File: config.mk
export PLATFORM = sky130hd
export DESIGN_NAME = arm_banked_register_file_unit_flat
export DESIGN_NICKNAME = d
export VERILOG_FILES = /design/src/abrf_pkg.sv /design/src/abrf_if.sv /design/src/arm_banked_register_file_unit.sv /design/src/abrf_ram.sv /design/src/abrf_decode.sv /design/src/flat_wrapper.sv
export SDC_FILE = /design/constraint.sdc
export NUM_CORES = 1
export LEC_CHECK = 0
export ABC_AREA = 1
export BUFFER_PORTS_ARGS = -buffer_cell sky130_fd_sc_hd__buf_2
export CAP_MARGIN = 5
export CORE_UTILIZATION = 49
export CTS_BUF_LIST = sky130_fd_sc_hd__clkbuf_4 sky130_fd_sc_hd__clkbuf_8 sky130_fd_sc_hd__clkbuf_16
export CTS_CLUSTER_SIZE = 16
export DETAILED_ROUTE_END_ITERATION = 7
export GPL_TIMING_DRIVEN = 0
export PLACE_DENSITY = 0.65
export SLEW_MARGIN = 10
export SYNTH_ARGS = -nofsm -noshare
export SYNTH_HDL_FRONTEND = slang
export SYNTH_HIERARCHICAL = 1
export SYNTH_SLANG_ARGS = --single-unit
export TNS_END_PERCENT = 10
File: constraint.sdc
create_clock -name clk_i -period 8.6 [get_ports clk_i]
set_clock_uncertainty 0.2 [all_clocks]
set_input_delay 0 -clock clk_i [delete_from_list [all_inputs] [get_ports clk_i]]
set_output_delay 0 -clock clk_i [all_outputs]
set_load 0.02 [all_outputs]
File: src/abrf_pkg.sv
// Package for the banked register file: widths, storage map, mode codes,
// register numbers and the decoded-request struct. No dependencies.
package abrf_pkg;

  localparam int unsigned DataW    = 32;
  localparam int unsigned RamDepth = 31;
  localparam int unsigned RamAddrW = $clog2(RamDepth);

  typedef logic [RamAddrW-1:0] ram_addr_t;
  typedef logic [DataW-1:0]    data_t;
  typedef logic [2:0]          slot_t;

  // CPSR mode codes
  localparam logic [4:0] ModeUsr = 5'h10;
  localparam logic [4:0] ModeFiq = 5'h11;
  localparam logic [4:0] ModeIrq = 5'h12;
  localparam logic [4:0] ModeSvc = 5'h13;
  localparam logic [4:0] ModeAbt = 5'h17;
  localparam logic [4:0] ModeUnd = 5'h1B;
  localparam logic [4:0] ModeSys = 5'h1F;

  // Architectural register numbers
  localparam logic [3:0] RegR7  = 4'd7;
  localparam logic [3:0] RegR12 = 4'd12;
  localparam logic [3:0] RegLr  = 4'd14;
  localparam logic [3:0] RegPc  = 4'd15;

  // R13/R14 bank slots
  localparam slot_t SlotUsr = 3'd0;
  localparam slot_t SlotFiq = 3'd1;
  localparam slot_t SlotIrq = 3'd2;
  localparam slot_t SlotSvc = 3'd3;
  localparam slot_t SlotAbt = 3'd4;
  localparam slot_t SlotUnd = 3'd5;

  // Storage map: R0..R12 normal at 0..12, R8..R12 fiq at 13..17,
  // R13/R14 pairs from 18, PC at 30.
  localparam ram_addr_t FiqOffset = ram_addr_t'(5);
  localparam ram_addr_t StkBase   = ram_addr_t'(18);
  localparam ram_addr_t PcAddr    = ram_addr_t'(30);

  localparam data_t PcAdjust = data_t'(8);

  typedef struct packed {
    logic      wr;
    logic      bad;
    logic      priv;
    logic      is_pc;
    ram_addr_t addr;
  } dec_t;

endpackage

File: src/abrf_if.sv
// Request and response channel interfaces for the banked register file.
// Depends on abrf_pkg.
interface abrf_req_if;
  import abrf_pkg::*;
  logic       valid;
  logic       ready;
  logic       kind;
  logic [3:0] reg_index;
  logic [4:0] cpu_mode;
  data_t      write_value;

  modport source (output valid, kind, reg_index, cpu_mode, write_value, input ready);
  modport sink   (input valid, kind, reg_index, cpu_mode, write_value, output ready);
endinterface

interface abrf_rsp_if;
  import abrf_pkg::*;
  logic  valid;
  logic  ready;
  data_t read_value;
  logic  bad_mode;
  logic  privileged;

  modport source (output valid, read_value, bad_mode, privileged, input ready);
  modport sink   (input valid, read_value, bad_mode, privileged, output ready);
endinterface

File: src/arm_banked_register_file_unit.sv
// Banked ARM register file: one 31-entry synchronous RAM holds every bank.
// Timing: the RAM is read and stage 1 loads at the edge that takes the request;
// the output register loads when stage 1 moves on, and response valid rises with it.
// Throughput: one request per cycle while responses drain.
// Reset: all registers read as zero (PC as 8); per-entry valid bits cleared at once.
// Depends on abrf_pkg, abrf_if, abrf_ram and abrf_decode.
module arm_banked_register_file_unit (
  input  logic clk_i,
  input  logic rst_ni,
  abrf_req_if.sink   req_i,
  abrf_rsp_if.source rsp_o
);
  import abrf_pkg::*;

  // ---- request decode ----
  dec_t dec;

  abrf_decode u_decode (
    .kind_i      (req_i.kind),
    .reg_index_i (req_i.reg_index),
    .cpu_mode_i  (req_i.cpu_mode),
    .dec_o       (dec)
  );

  // ---- pipeline control ----
  // Stage 1 waits for RAM data; the output register holds the response.
  // Stage 1 moves on whenever the output register is free or being taken,
  // so a new request is only refused when both stages are held.
  logic s1_valid_q, s1_valid_d;
  logic out_valid_q, out_valid_d;
  logic out_free;
  logic s1_move;
  logic req_fire;

  assign out_free = !out_valid_q || rsp_o.ready;
  assign s1_move  = s1_valid_q && out_free;
  assign req_i.ready = !s1_valid_q || out_free;
  assign req_fire = req_i.valid && req_i.ready;

  // ---- storage ----
  // Never-written entries read as zero through the valid bits.
  logic [RamDepth-1:0] vld_q, vld_d;
  logic                ram_we;
  data_t               ram_rdata;

  assign ram_we = req_fire && dec.wr && !dec.bad;

  abrf_ram #(
    .Width (DataW),
    .Depth (RamDepth)
  ) u_ram (
    .clk_i   (clk_i),
    .we_i    (ram_we),
    .re_i    (req_fire),
    .addr_i  (dec.addr),
    .wdata_i (req_i.write_value),
    .rdata_o (ram_rdata)
  );

  always_comb begin
    vld_d = vld_q;
    if (ram_we) begin
      vld_d[dec.addr] = 1'b1;
    end
  end

  // ---- stage 1 ----
  // The RAM keeps its read data while no new request enters, so a held
  // stage 1 still sees the right word.
  dec_t s1_dec_q;
  logic s1_hit_q;

  // ---- response formation ----
  data_t rd_word;
  data_t rd_value;

  assign rd_word = s1_hit_q ? ram_rdata : '0;

  always_comb begin
    if (s1_dec_q.wr || s1_dec_q.bad) begin
      rd_value = '0;
    end else if (s1_dec_q.is_pc) begin
      rd_value = rd_word + PcAdjust;   // PC reads as stored + 8, wraps
    end else begin
      rd_value = rd_word;
    end
  end

  data_t out_value_q;
  logic  out_bad_q;
  logic  out_priv_q;

  always_comb begin
    s1_valid_d = s1_valid_q;
    if (req_fire) begin
      s1_valid_d = 1'b1;
    end else if (s1_move) begin
      s1_valid_d = 1'b0;
    end
    out_valid_d = out_valid_q;
    if (s1_move) begin
      out_valid_d = 1'b1;
    end else if (rsp_o.ready) begin
      out_valid_d = 1'b0;
    end
  end

  always_ff @(posedge clk_i or negedge rst_ni) begin
    if (!rst_ni) begin
      s1_valid_q  <= 1'b0;
      out_valid_q <= 1'b0;
      vld_q       <= '0;
    end else begin
      s1_valid_q  <= s1_valid_d;
      out_valid_q <= out_valid_d;
      vld_q       <= vld_d;
    end
  end

  always_ff @(posedge clk_i) begin
    if (req_fire) begin
      s1_dec_q <= dec;
      s1_hit_q <= vld_q[dec.addr];
    end
    if (s1_move) begin
      out_value_q <= rd_value;
      out_bad_q   <= s1_dec_q.bad;
      out_priv_q  <= s1_dec_q.priv;
    end
  end

  assign rsp_o.valid      = out_valid_q;
  assign rsp_o.read_value = out_value_q;
  assign rsp_o.bad_mode   = out_bad_q;
  assign rsp_o.privileged = out_priv_q;

`ifndef SYNTHESIS
  a_bad_no_write: assert property (@(posedge clk_i) disable iff (!rst_ni)
    req_fire && dec.bad |-> !ram_we)
    else $error("write issued for a request with no bank");

  a_refuse_only_full: assert property (@(posedge clk_i) disable iff (!rst_ni)
    !req_i.ready |-> s1_valid_q && out_valid_q)
    else $error("request refused with a free stage");

  a_s1_hold: assert property (@(posedge clk_i) disable iff (!rst_ni)
    s1_valid_q && !out_free |=> s1_valid_q && $stable(s1_dec_q))
    else $error("stage 1 lost while output held");

  a_bad_zero: assert property (@(posedge clk_i) disable iff (!rst_ni)
    s1_move && s1_dec_q.bad |=> out_value_q == '0)
    else $error("non-zero read value on bad mode response");
`endif

endmodule

File: src/abrf_ram.sv
// Generic single-port synchronous RAM with registered read.
// No dependencies.
module abrf_ram #(
  parameter int unsigned Width = 32,
  parameter int unsigned Depth = 32
) (
  input  logic                     clk_i,
  input  logic                     we_i,
  input  logic                     re_i,
  input  logic [$clog2(Depth)-1:0] addr_i,
  input  logic [Width-1:0]         wdata_i,
  output logic [Width-1:0]         rdata_o
);

  logic [Width-1:0] mem [Depth];
  logic [Width-1:0] rdata_q;

  always_ff @(posedge clk_i) begin
    if (we_i) begin
      mem[addr_i] <= wdata_i;
    end
    if (re_i) begin
      rdata_q <= mem[addr_i];
    end
  end

  assign rdata_o = rdata_q;

endmodule

File: src/abrf_decode.sv
// Request decoder: register number and mode to storage address, plus flags.
// Depends on abrf_pkg.
module abrf_decode (
  input  logic          kind_i,
  input  logic [3:0]    reg_index_i,
  input  logic [4:0]    cpu_mode_i,
  output abrf_pkg::dec_t dec_o
);
  import abrf_pkg::*;

  slot_t     slot;
  logic      slot_ok;
  ram_addr_t stk_addr;

  always_comb begin
    slot_ok = 1'b1;
    case (cpu_mode_i)
      ModeUsr, ModeSys: slot = SlotUsr;
      ModeFiq:          slot = SlotFiq;
      ModeIrq:          slot = SlotIrq;
      ModeSvc:          slot = SlotSvc;
      ModeAbt:          slot = SlotAbt;
      ModeUnd:          slot = SlotUnd;
      default: begin
        slot    = SlotUsr;
        slot_ok = 1'b0;
      end
    endcase
  end

  // pair index: two entries per slot, R14 on the odd one
  assign stk_addr = StkBase + ram_addr_t'({slot, reg_index_i == RegLr});

  always_comb begin
    dec_o.wr    = kind_i;
    dec_o.priv  = (cpu_mode_i != ModeUsr);
    dec_o.bad   = 1'b0;
    dec_o.is_pc = 1'b0;
    dec_o.addr  = ram_addr_t'(reg_index_i);
    if (reg_index_i == RegPc) begin
      dec_o.is_pc = 1'b1;
      dec_o.addr  = PcAddr;
    end else if (reg_index_i > RegR7 && reg_index_i <= RegR12) begin
      if (cpu_mode_i == ModeFiq) begin
        dec_o.addr = ram_addr_t'(reg_index_i) + FiqOffset;
      end
    end else if (reg_index_i > RegR12) begin
      dec_o.addr = stk_addr;
      dec_o.bad  = !slot_ok;
    end
  end

endmodule
File: src/flat_wrapper.sv
// flat-port wrapper written by rule: the top's interface ports become plain ports
module arm_banked_register_file_unit_flat import abrf_pkg::*;
  (clk_i, rst_ni, req_i_valid, req_i_kind, req_i_reg_index, req_i_cpu_mode, req_i_write_value, req_i_ready, rsp_o_valid, rsp_o_read_value, rsp_o_bad_mode, rsp_o_privileged, rsp_o_ready);
  abrf_req_if req_i_i ();
  abrf_rsp_if rsp_o_i ();
  input  logic clk_i;
  input  logic rst_ni;
  input wire logic [$bits(req_i_i.valid)-1:0] req_i_valid;
  input wire logic [$bits(req_i_i.kind)-1:0] req_i_kind;
  input wire logic [$bits(req_i_i.reg_index)-1:0] req_i_reg_index;
  input wire logic [$bits(req_i_i.cpu_mode)-1:0] req_i_cpu_mode;
  input wire logic [$bits(req_i_i.write_value)-1:0] req_i_write_value;
  output wire logic [$bits(req_i_i.ready)-1:0] req_i_ready;
  output wire logic [$bits(rsp_o_i.valid)-1:0] rsp_o_valid;
  output wire logic [$bits(rsp_o_i.read_value)-1:0] rsp_o_read_value;
  output wire logic [$bits(rsp_o_i.bad_mode)-1:0] rsp_o_bad_mode;
  output wire logic [$bits(rsp_o_i.privileged)-1:0] rsp_o_privileged;
  input wire logic [$bits(rsp_o_i.ready)-1:0] rsp_o_ready;
  assign req_i_i.valid = req_i_valid;
  assign req_i_i.kind = req_i_kind;
  assign req_i_i.reg_index = req_i_reg_index;
  assign req_i_i.cpu_mode = req_i_cpu_mode;
  assign req_i_i.write_value = req_i_write_value;
  assign req_i_ready = req_i_i.ready;
  assign rsp_o_valid = rsp_o_i.valid;
  assign rsp_o_read_value = rsp_o_i.read_value;
  assign rsp_o_bad_mode = rsp_o_i.bad_mode;
  assign rsp_o_privileged = rsp_o_i.privileged;
  assign rsp_o_i.ready = rsp_o_ready;
  arm_banked_register_file_unit u_core (.clk_i(clk_i), .rst_ni(rst_ni), .req_i(req_i_i), .rsp_o(rsp_o_i));
endmodule
==> results of run 1 <==
==> metal layers <==
| layer | track usage [%] | up-vias | share of wire (%) |
|---|---|---|---|
| met5 | 0 | - | 0.034 |
| met4 | 12.8 | 6 | 4.8 |
| met3 | 6.83 | 312 | 11 |
| met2 | 44.9 | 1620 | 46 |
| met1 | 37.6 | 15500 | 39 |
| li1 | - | 15100 | - |
==> power by group <==
group / total [W] / internal (W) / switching, W
Sequential: 0.00604 / 0.00599 / 0.0000494
Combinational: 0.00145 / 0.000365 / 0.00108
Clock: 0.00493 / 0.00288 / 0.00205
==> cells in the mapped netlist, types with 3 or more instances <==
cell type	n	area share [%]
clkbuf_1	85	0.69
buf_4	3	0.049
nor3_2	4	0.087
inv_2	13	0.11
nand3_2	11	0.24
a31o_2	31	0.59
nor3_4	8	0.28
edfxtp_1	1063	69
buf_6	15	0.37
a22oi_1	14	0.23
nor2_1	167	1.4
inv_4	3	0.041
dfrtp_1	33	1.8
nand4_1	15	0.20
a21oi_1	15	0.16
nor2_2	12	0.16
nor3_1	13	0.14
buf_2	76	0.82
inv_1	58	0.47
nand3_1	84	0.91
nand2_2	8	0.11
ha_1	5	0.14
o21ai_0	13	0.14
nand2_1	2625	21
buf_1	24	0.20
==> worst reg2reg max path, stage by stage, from the launching register on <==
cell and delay [ns]:
dfrtp_1 0.43, nand3_1 0.15, nand2_1 0.09, inv_2 0.56
nand2_1 0.12, nor2_1 0.36, buf_2 0.41, nand3_1 0.78
nor2_4 0.88, buf_16 0.25
==> timing repair <==
item / 4_1_cts / 5_1_grt
setup endpoints to repair: 0 / 0
hold endpoints to repair: 1133 / 0
hold buffers: 53 / 0
==> state kept, by name, indices dropped and copies added, names as in the netlist, 4 cells and up <==
name / count
u_core/u_ram/mem: 992
u_core/rsp_o.read_value: 32
u_core/u_ram/rdata_o: 32
u_core/s1_dec_q: 4
u_core/vld_q: 31
==> area by class of cell <==
cell class / instances / area share (%)
Timing Repair Buffer: 165 / 3.09
Tap cell: 1254 / 2.94
Inverter: 74 / 0.534
Multi-Input combinational cell: 3040 / 23.2
Antenna cell: 6 / 0.0281
Clock buffer: 123 / 5.44
Sequential cell: 1096 / 61.3
Clock inverter: 85 / 1.57
Buffer: 203 / 1.84
==> worst min-delay path by stage <==
stage,start,to
after floorplan,rst_ni,u_core/rsp_o.valid
after global placement,rst_ni,u_core/vld_q[14]
after CTS,req_i_cpu_mode[3],u_core/s1_dec_q[6]
final,req_i_cpu_mode[3],u_core/s1_dec_q[6]
after detailed placement,rst_ni,u_core/vld_q[14]
after global routing,req_i_cpu_mode[3],u_core/s1_dec_q[6]
==> metrics by stage <==
step / hold slack (ns) / std cells / util (%) / total power (W) / setup slack (ns)
4_1_cts: 0.0213 / 6040 / 57.2 / 0.0124 / 3.24
2_1_floorplan: -0.496 / 4413 / - / 0.00694 / 4.20
3_3_place_gp: -0.0976 / 5747 / 51.6 / 0.00751 / 2.02
3_5_place_dp: -0.0918 / 5779 / 52.6 / 0.00754 / 3.75
5_1_grt: 0.107 / 6041 / 57.2 / 0.0128 / 2.94
6_report: 0.124 / 6046 / 57.2 / 0.0124 / 3.10
==> kinds of logic after synthesis <==
| logic type | Yosys count | synth area share (%) |
|---|---|---|
| compound gates | 78 | 1.19 |
| fa+ha+maj | 5 | 0.135 |
| buf+inv | 277 | 2.74 |
| flops | 1096 | 70.9 |
| simple gates | 2957 | 25.0 |
==> metrics.txt, run 1 <==
status completed; post-place instance area 49100 um^2; clk sink count 1096; dpl hpwl 90900 um; Root Driver clkbuf_16; Async SR Flop Fraction 3.01%; Final Net Count 4744; DRT Wirelength 135000 um; Iteration-0 DRC Markers 3661; period utilization 64.0%; Crit-path slowest cell nor2_4; design area 53400 um^2; antenna violations before repair 7; Relative slew margins 27.3%; EDFF count, synth 1063; Tightest Pin Transition 1.09 ns; CP endpoint u_core/u_ram/mem[22][8]; FF-to-FF setup slack 4.05 ns; post-cts sizing count 0; FF-to-FF Start u_core/rsp_o.valid; I/O Pins 82; CP endpoint kind register; # rows 112; largest net degree at the start of global routing 39; Setup-failing EPs final 0; Setup CP Type primary input to register; Syn Inst Count 4413; Total GRT Usage 28.5%; critical path required time 8.79 ns; die area 95500 um^2; first-pass GRT wire length 196000 um; GP Congestion 0.928; share of layout cells above drive strength 1 10.8%; wire length per cell 22.4 um; syn_nets 4464; max_cap viols 0; Hold Path Class primary input to register; fin crit period 5.50 ns; Worst VDD drop 0.000171 V; Core Area 93300 um^2; startpoint class of the critical path primary input; synthesized cell area 46200 um^2; Final Hold Vio Count 0; P per Cell Area 233 nW/um^2; Die H 309 um; CTS Buf Count 113; TritonRoute pass-1 iters 6; H-tree levels 3; DRC Markers 0; setup TNS 0 ns; Initial Util 49.5%; global route overflow 0; die width 309 um; FMAX 182 MHz; Worst R2R End u_core/u_ram/mem[22][8]; Worst EP arrival 5.70 ns; Area Growth Syn to Fin 15.6%; Syn Area/Cell 10.5 um^2; total number of vias 32500; Yosys reg bits 1096; Hold Path Depth 4; clk_lat worst skew 0.70 ns; clk slew on worst S/H paths 0.06 ns; worst reg2reg path depth 9; crit-path cells dlygate4sd3_1 > buf_2 > dlygate4sd3_1 > inv_1 > nor2_2 > nand2_4 > and2_4 > nand2_1 > dlygate4sd3_1 > nor2_1 > dlygate4sd3_1 > nor2_1 > buf_2 > nand3_1 > nor2_4 > buf_16; LEAKAGE 21.9 nW; Final Max Slew Viols 0; area occupied by multi-input gates 12400 um^2; cell family with most CP delay buffers and inverters; IO buf count 80; Worst Setup SP req_i_cpu_mode[0]; CTS tree built; count of cell types in the netlist 36; antenna-violating nets left 0; Clock Tree Buf Depth 3; synth warn 6; RSZ-0062 raised after global routing no; ys flop type edfxtp_1; Register Area 32700 um^2; CP Depth 16; Top cell by count, worst path dlygate4sd3_1; CP max FO 17; routed vias/inst 5.37; CP peak stage delay 0.87 ns; sequential area share after synthesis 70.9%; critical path buffer and inverter count 8; fillers 7819; vias in the first global route 30100; Post-CTS Setup Bufs 0; commonest non-fill, non-tap cell in the layout nand2_1; most frequent cells in the layout nand2_1, edfxtp_1, buf_2
(Power assumes the default switching activity.)
==> run 2, diff against run 1 <==
clock period = 5.45 ns   (was 8.6 ns; I/O delays follow)
==> metrics.txt, run 2 (same netlist as run 1, synthesis figures left out) <==
status completed; Tightest Pin Transition 1.07 ns; antenna violations before repair 7; Relative slew margins 29.0%; crit-path cells dlygate4sd3_1 > buf_2 > dlygate4sd3_1 > inv_1 > nor2_2 > nand2_4 > and2_4 > nand2_1 > dlygate4sd3_1 > nor2_1 > dlygate4sd3_1 > nor2_1 > buf_2 > nand2_1 > nor2_4 > buf_16; clk_lat worst skew 0.70 ns; period utilization 96.5%; wire length per cell 22.4 um; clk slew on worst S/H paths 0.06 ns; # rows 112; largest net degree at the start of global routing 39; FF-to-FF setup slack 1.15 ns; max_cap viols 0; I/O Pins 82; Hold Path Class primary input to register; cell family with most CP delay buffers and inverters; setup TNS 0 ns; DRC Markers 0; internal power 0.0146 W; P per Cell Area 367 nW/um^2; Area Growth Syn to Fin 15.7%; H-tree levels 3; Layout Utilization 57.3%; worst reg2reg path depth 9; hold path startpoint req_i_cpu_mode[3]; CTS tree built; most frequent cells in the layout nand2_1, edfxtp_1, buf_2; Iteration-0 DRC Markers 3536; Total GRT Usage 28.5%; vias in the first global route 30100; Finished Layout Cells 6048; Setup CP Type primary input to register; TritonRoute pass-1 iters 5; Crit-path slowest cell nor2_4; Final Hold Vio Count 0; die width 309 um; fin crit period 5.26 ns; global route overflow 0; Worst EP arrival 5.43 ns; Psw 0.00502 W; Final Net Count 4747; Worst R2R End u_core/u_ram/mem[16][12]; WHS Endpoint u_core/s1_dec_q[6]; Die H 309 um; CTS Buf Count 113; IO buf count 80; share of layout cells above drive strength 1 11.0%; DRT Wirelength 135000 um; critical path buffer and inverter count 8; Largest register FFs 992; combinational share of power 11.7%; routed vias/inst 5.37; Root Driver clkbuf_16; CP peak stage delay 0.75 ns; Core Area 93300 um^2; register with the most flip-flops u_core/u_ram/mem; Hold Path Depth 4; total number of vias 32500; Initial Util 49.5%; commonest non-fill, non-tap cell in the layout nand2_1; FF-to-FF Start u_core/rsp_o.valid; Reg power frac 48.6%; GP Congestion 0.928; FMAX 190 MHz; CP max FO 17; Setup-failing EPs final 0; Clock Tree Buf Depth 3; critical path required time 5.62 ns; Final Max Slew Viols 0; placed insts 5779; die area 95500 um^2; startpoint class of the critical path primary input; antenna-violating nets left 0; dpl hpwl 90900 um; Clock Power Share 39.7%; LEAKAGE 22.0 nW; Worst VDD drop 0.000273 V; switching portion of total power 25.6%; first-pass GRT wire length 196000 um; Top cell by count, worst path dlygate4sd3_1; clk sink count 1096; CP endpoint kind register
run 2: cell count changes in the layout (fill, tap and decap cells not counted):
cell / change
nand3_2: +3
buf_12: +1
buf_4: +2
nand3_1: -3
diode_2: -1
run 2: metal layers:
| metal | track usage, % | wire length [um] | up-vias |
|---|---|---|---|
| met3 | 6.83 | 14600 | 335 |
| met2 | 44.9 | 62100 | 1634 |
| met5 | 0 | 46 | - |
| met4 | 12.8 | 6600 | 6 |
| met1 | 37.6 | 51900 | 15500 |
| li1 | - | - | 15100 |
run 2: per-stage QoR:
step / instance area [um^2] / hold slack [ns] / power (W) / setup WS, ns
floorplan: 46200 / -0.496 / 0.0109 / 1.05
global placement: 48100 / -0.0976 / 0.0118 / -1.13
detailed placement: 49100 / -0.0918 / 0.0119 / 0.602
CTS: 53400 / 0.0213 / 0.0196 / 0.0941
global route: 53400 / 0.107 / 0.0202 / -0.00871
finish: 53500 / 0.127 / 0.0196 / 0.193
run 2: cell type report:
| class | count | area [um^2] |
|---|---|---|
| Clock buffer | 123 | 2900 |
| Multi-Input combinational cell | 3040 | 12400 |
| Timing Repair Buffer | 168 | 1680 |
| Sequential cell | 1096 | 32700 |
| Fill cell | 7811 | 39900 |
| Buffer | 203 | 982 |
| Antenna cell | 5 | 12.5 |
| Clock inverter | 85 | 841 |
| Inverter | 74 | 285 |
| Tap cell | 1254 | 1570 |
run 2: what timing repair did:
| item | CTS | global route |
|---|---|---|
| buffers inserted | 0 | 3 |
| gates resized for setup | 0 | 3 |
| hold buffers | 53 | 0 |
| hold endpoints to repair | 1133 | 0 |
| endpoints found under the setup margin | 0 | 261 |
run 2: how the worst max path moves through the flow:
stage,to,depth (start not counted),start,slack [ns]
floorplan,u_core/u_ram/mem[29][0],8,u_core/rsp_o.valid,1.05
global placement,u_core/u_ram/mem[4][16],12,req_i_reg_index[0],-1.13
detailed placement,u_core/u_ram/mem[17][17],15,req_i_reg_index[0],0.60
CTS,u_core/u_ram/mem[22][8],16,req_i_cpu_mode[0],0.09
global route,u_core/u_ram/mem[16][12],16,req_i_cpu_mode[0],-0.009
finish,u_core/u_ram/mem[16][12],16,req_i_cpu_mode[0],0.19
run 2: tightest hold or removal path, cell delays in order:
cell           delay, ns
buf_2               0.14
nor3_4              0.08
nand3_1             0.08
dlygate4sd3_1       0.59
run 2: power by group through the flow:
stage	clock (W)	combinational [W]	sequential [W]
2_1_floorplan	0	0.00123	0.00972
6_report	0.00779	0.00228	0.00953
3_5_place_dp	0	0.00220	0.00970
5_1_grt	0.00818	0.00247	0.00954
3_3_place_gp	0	0.00214	0.00970
4_1_cts	0.00786	0.00225	0.00953
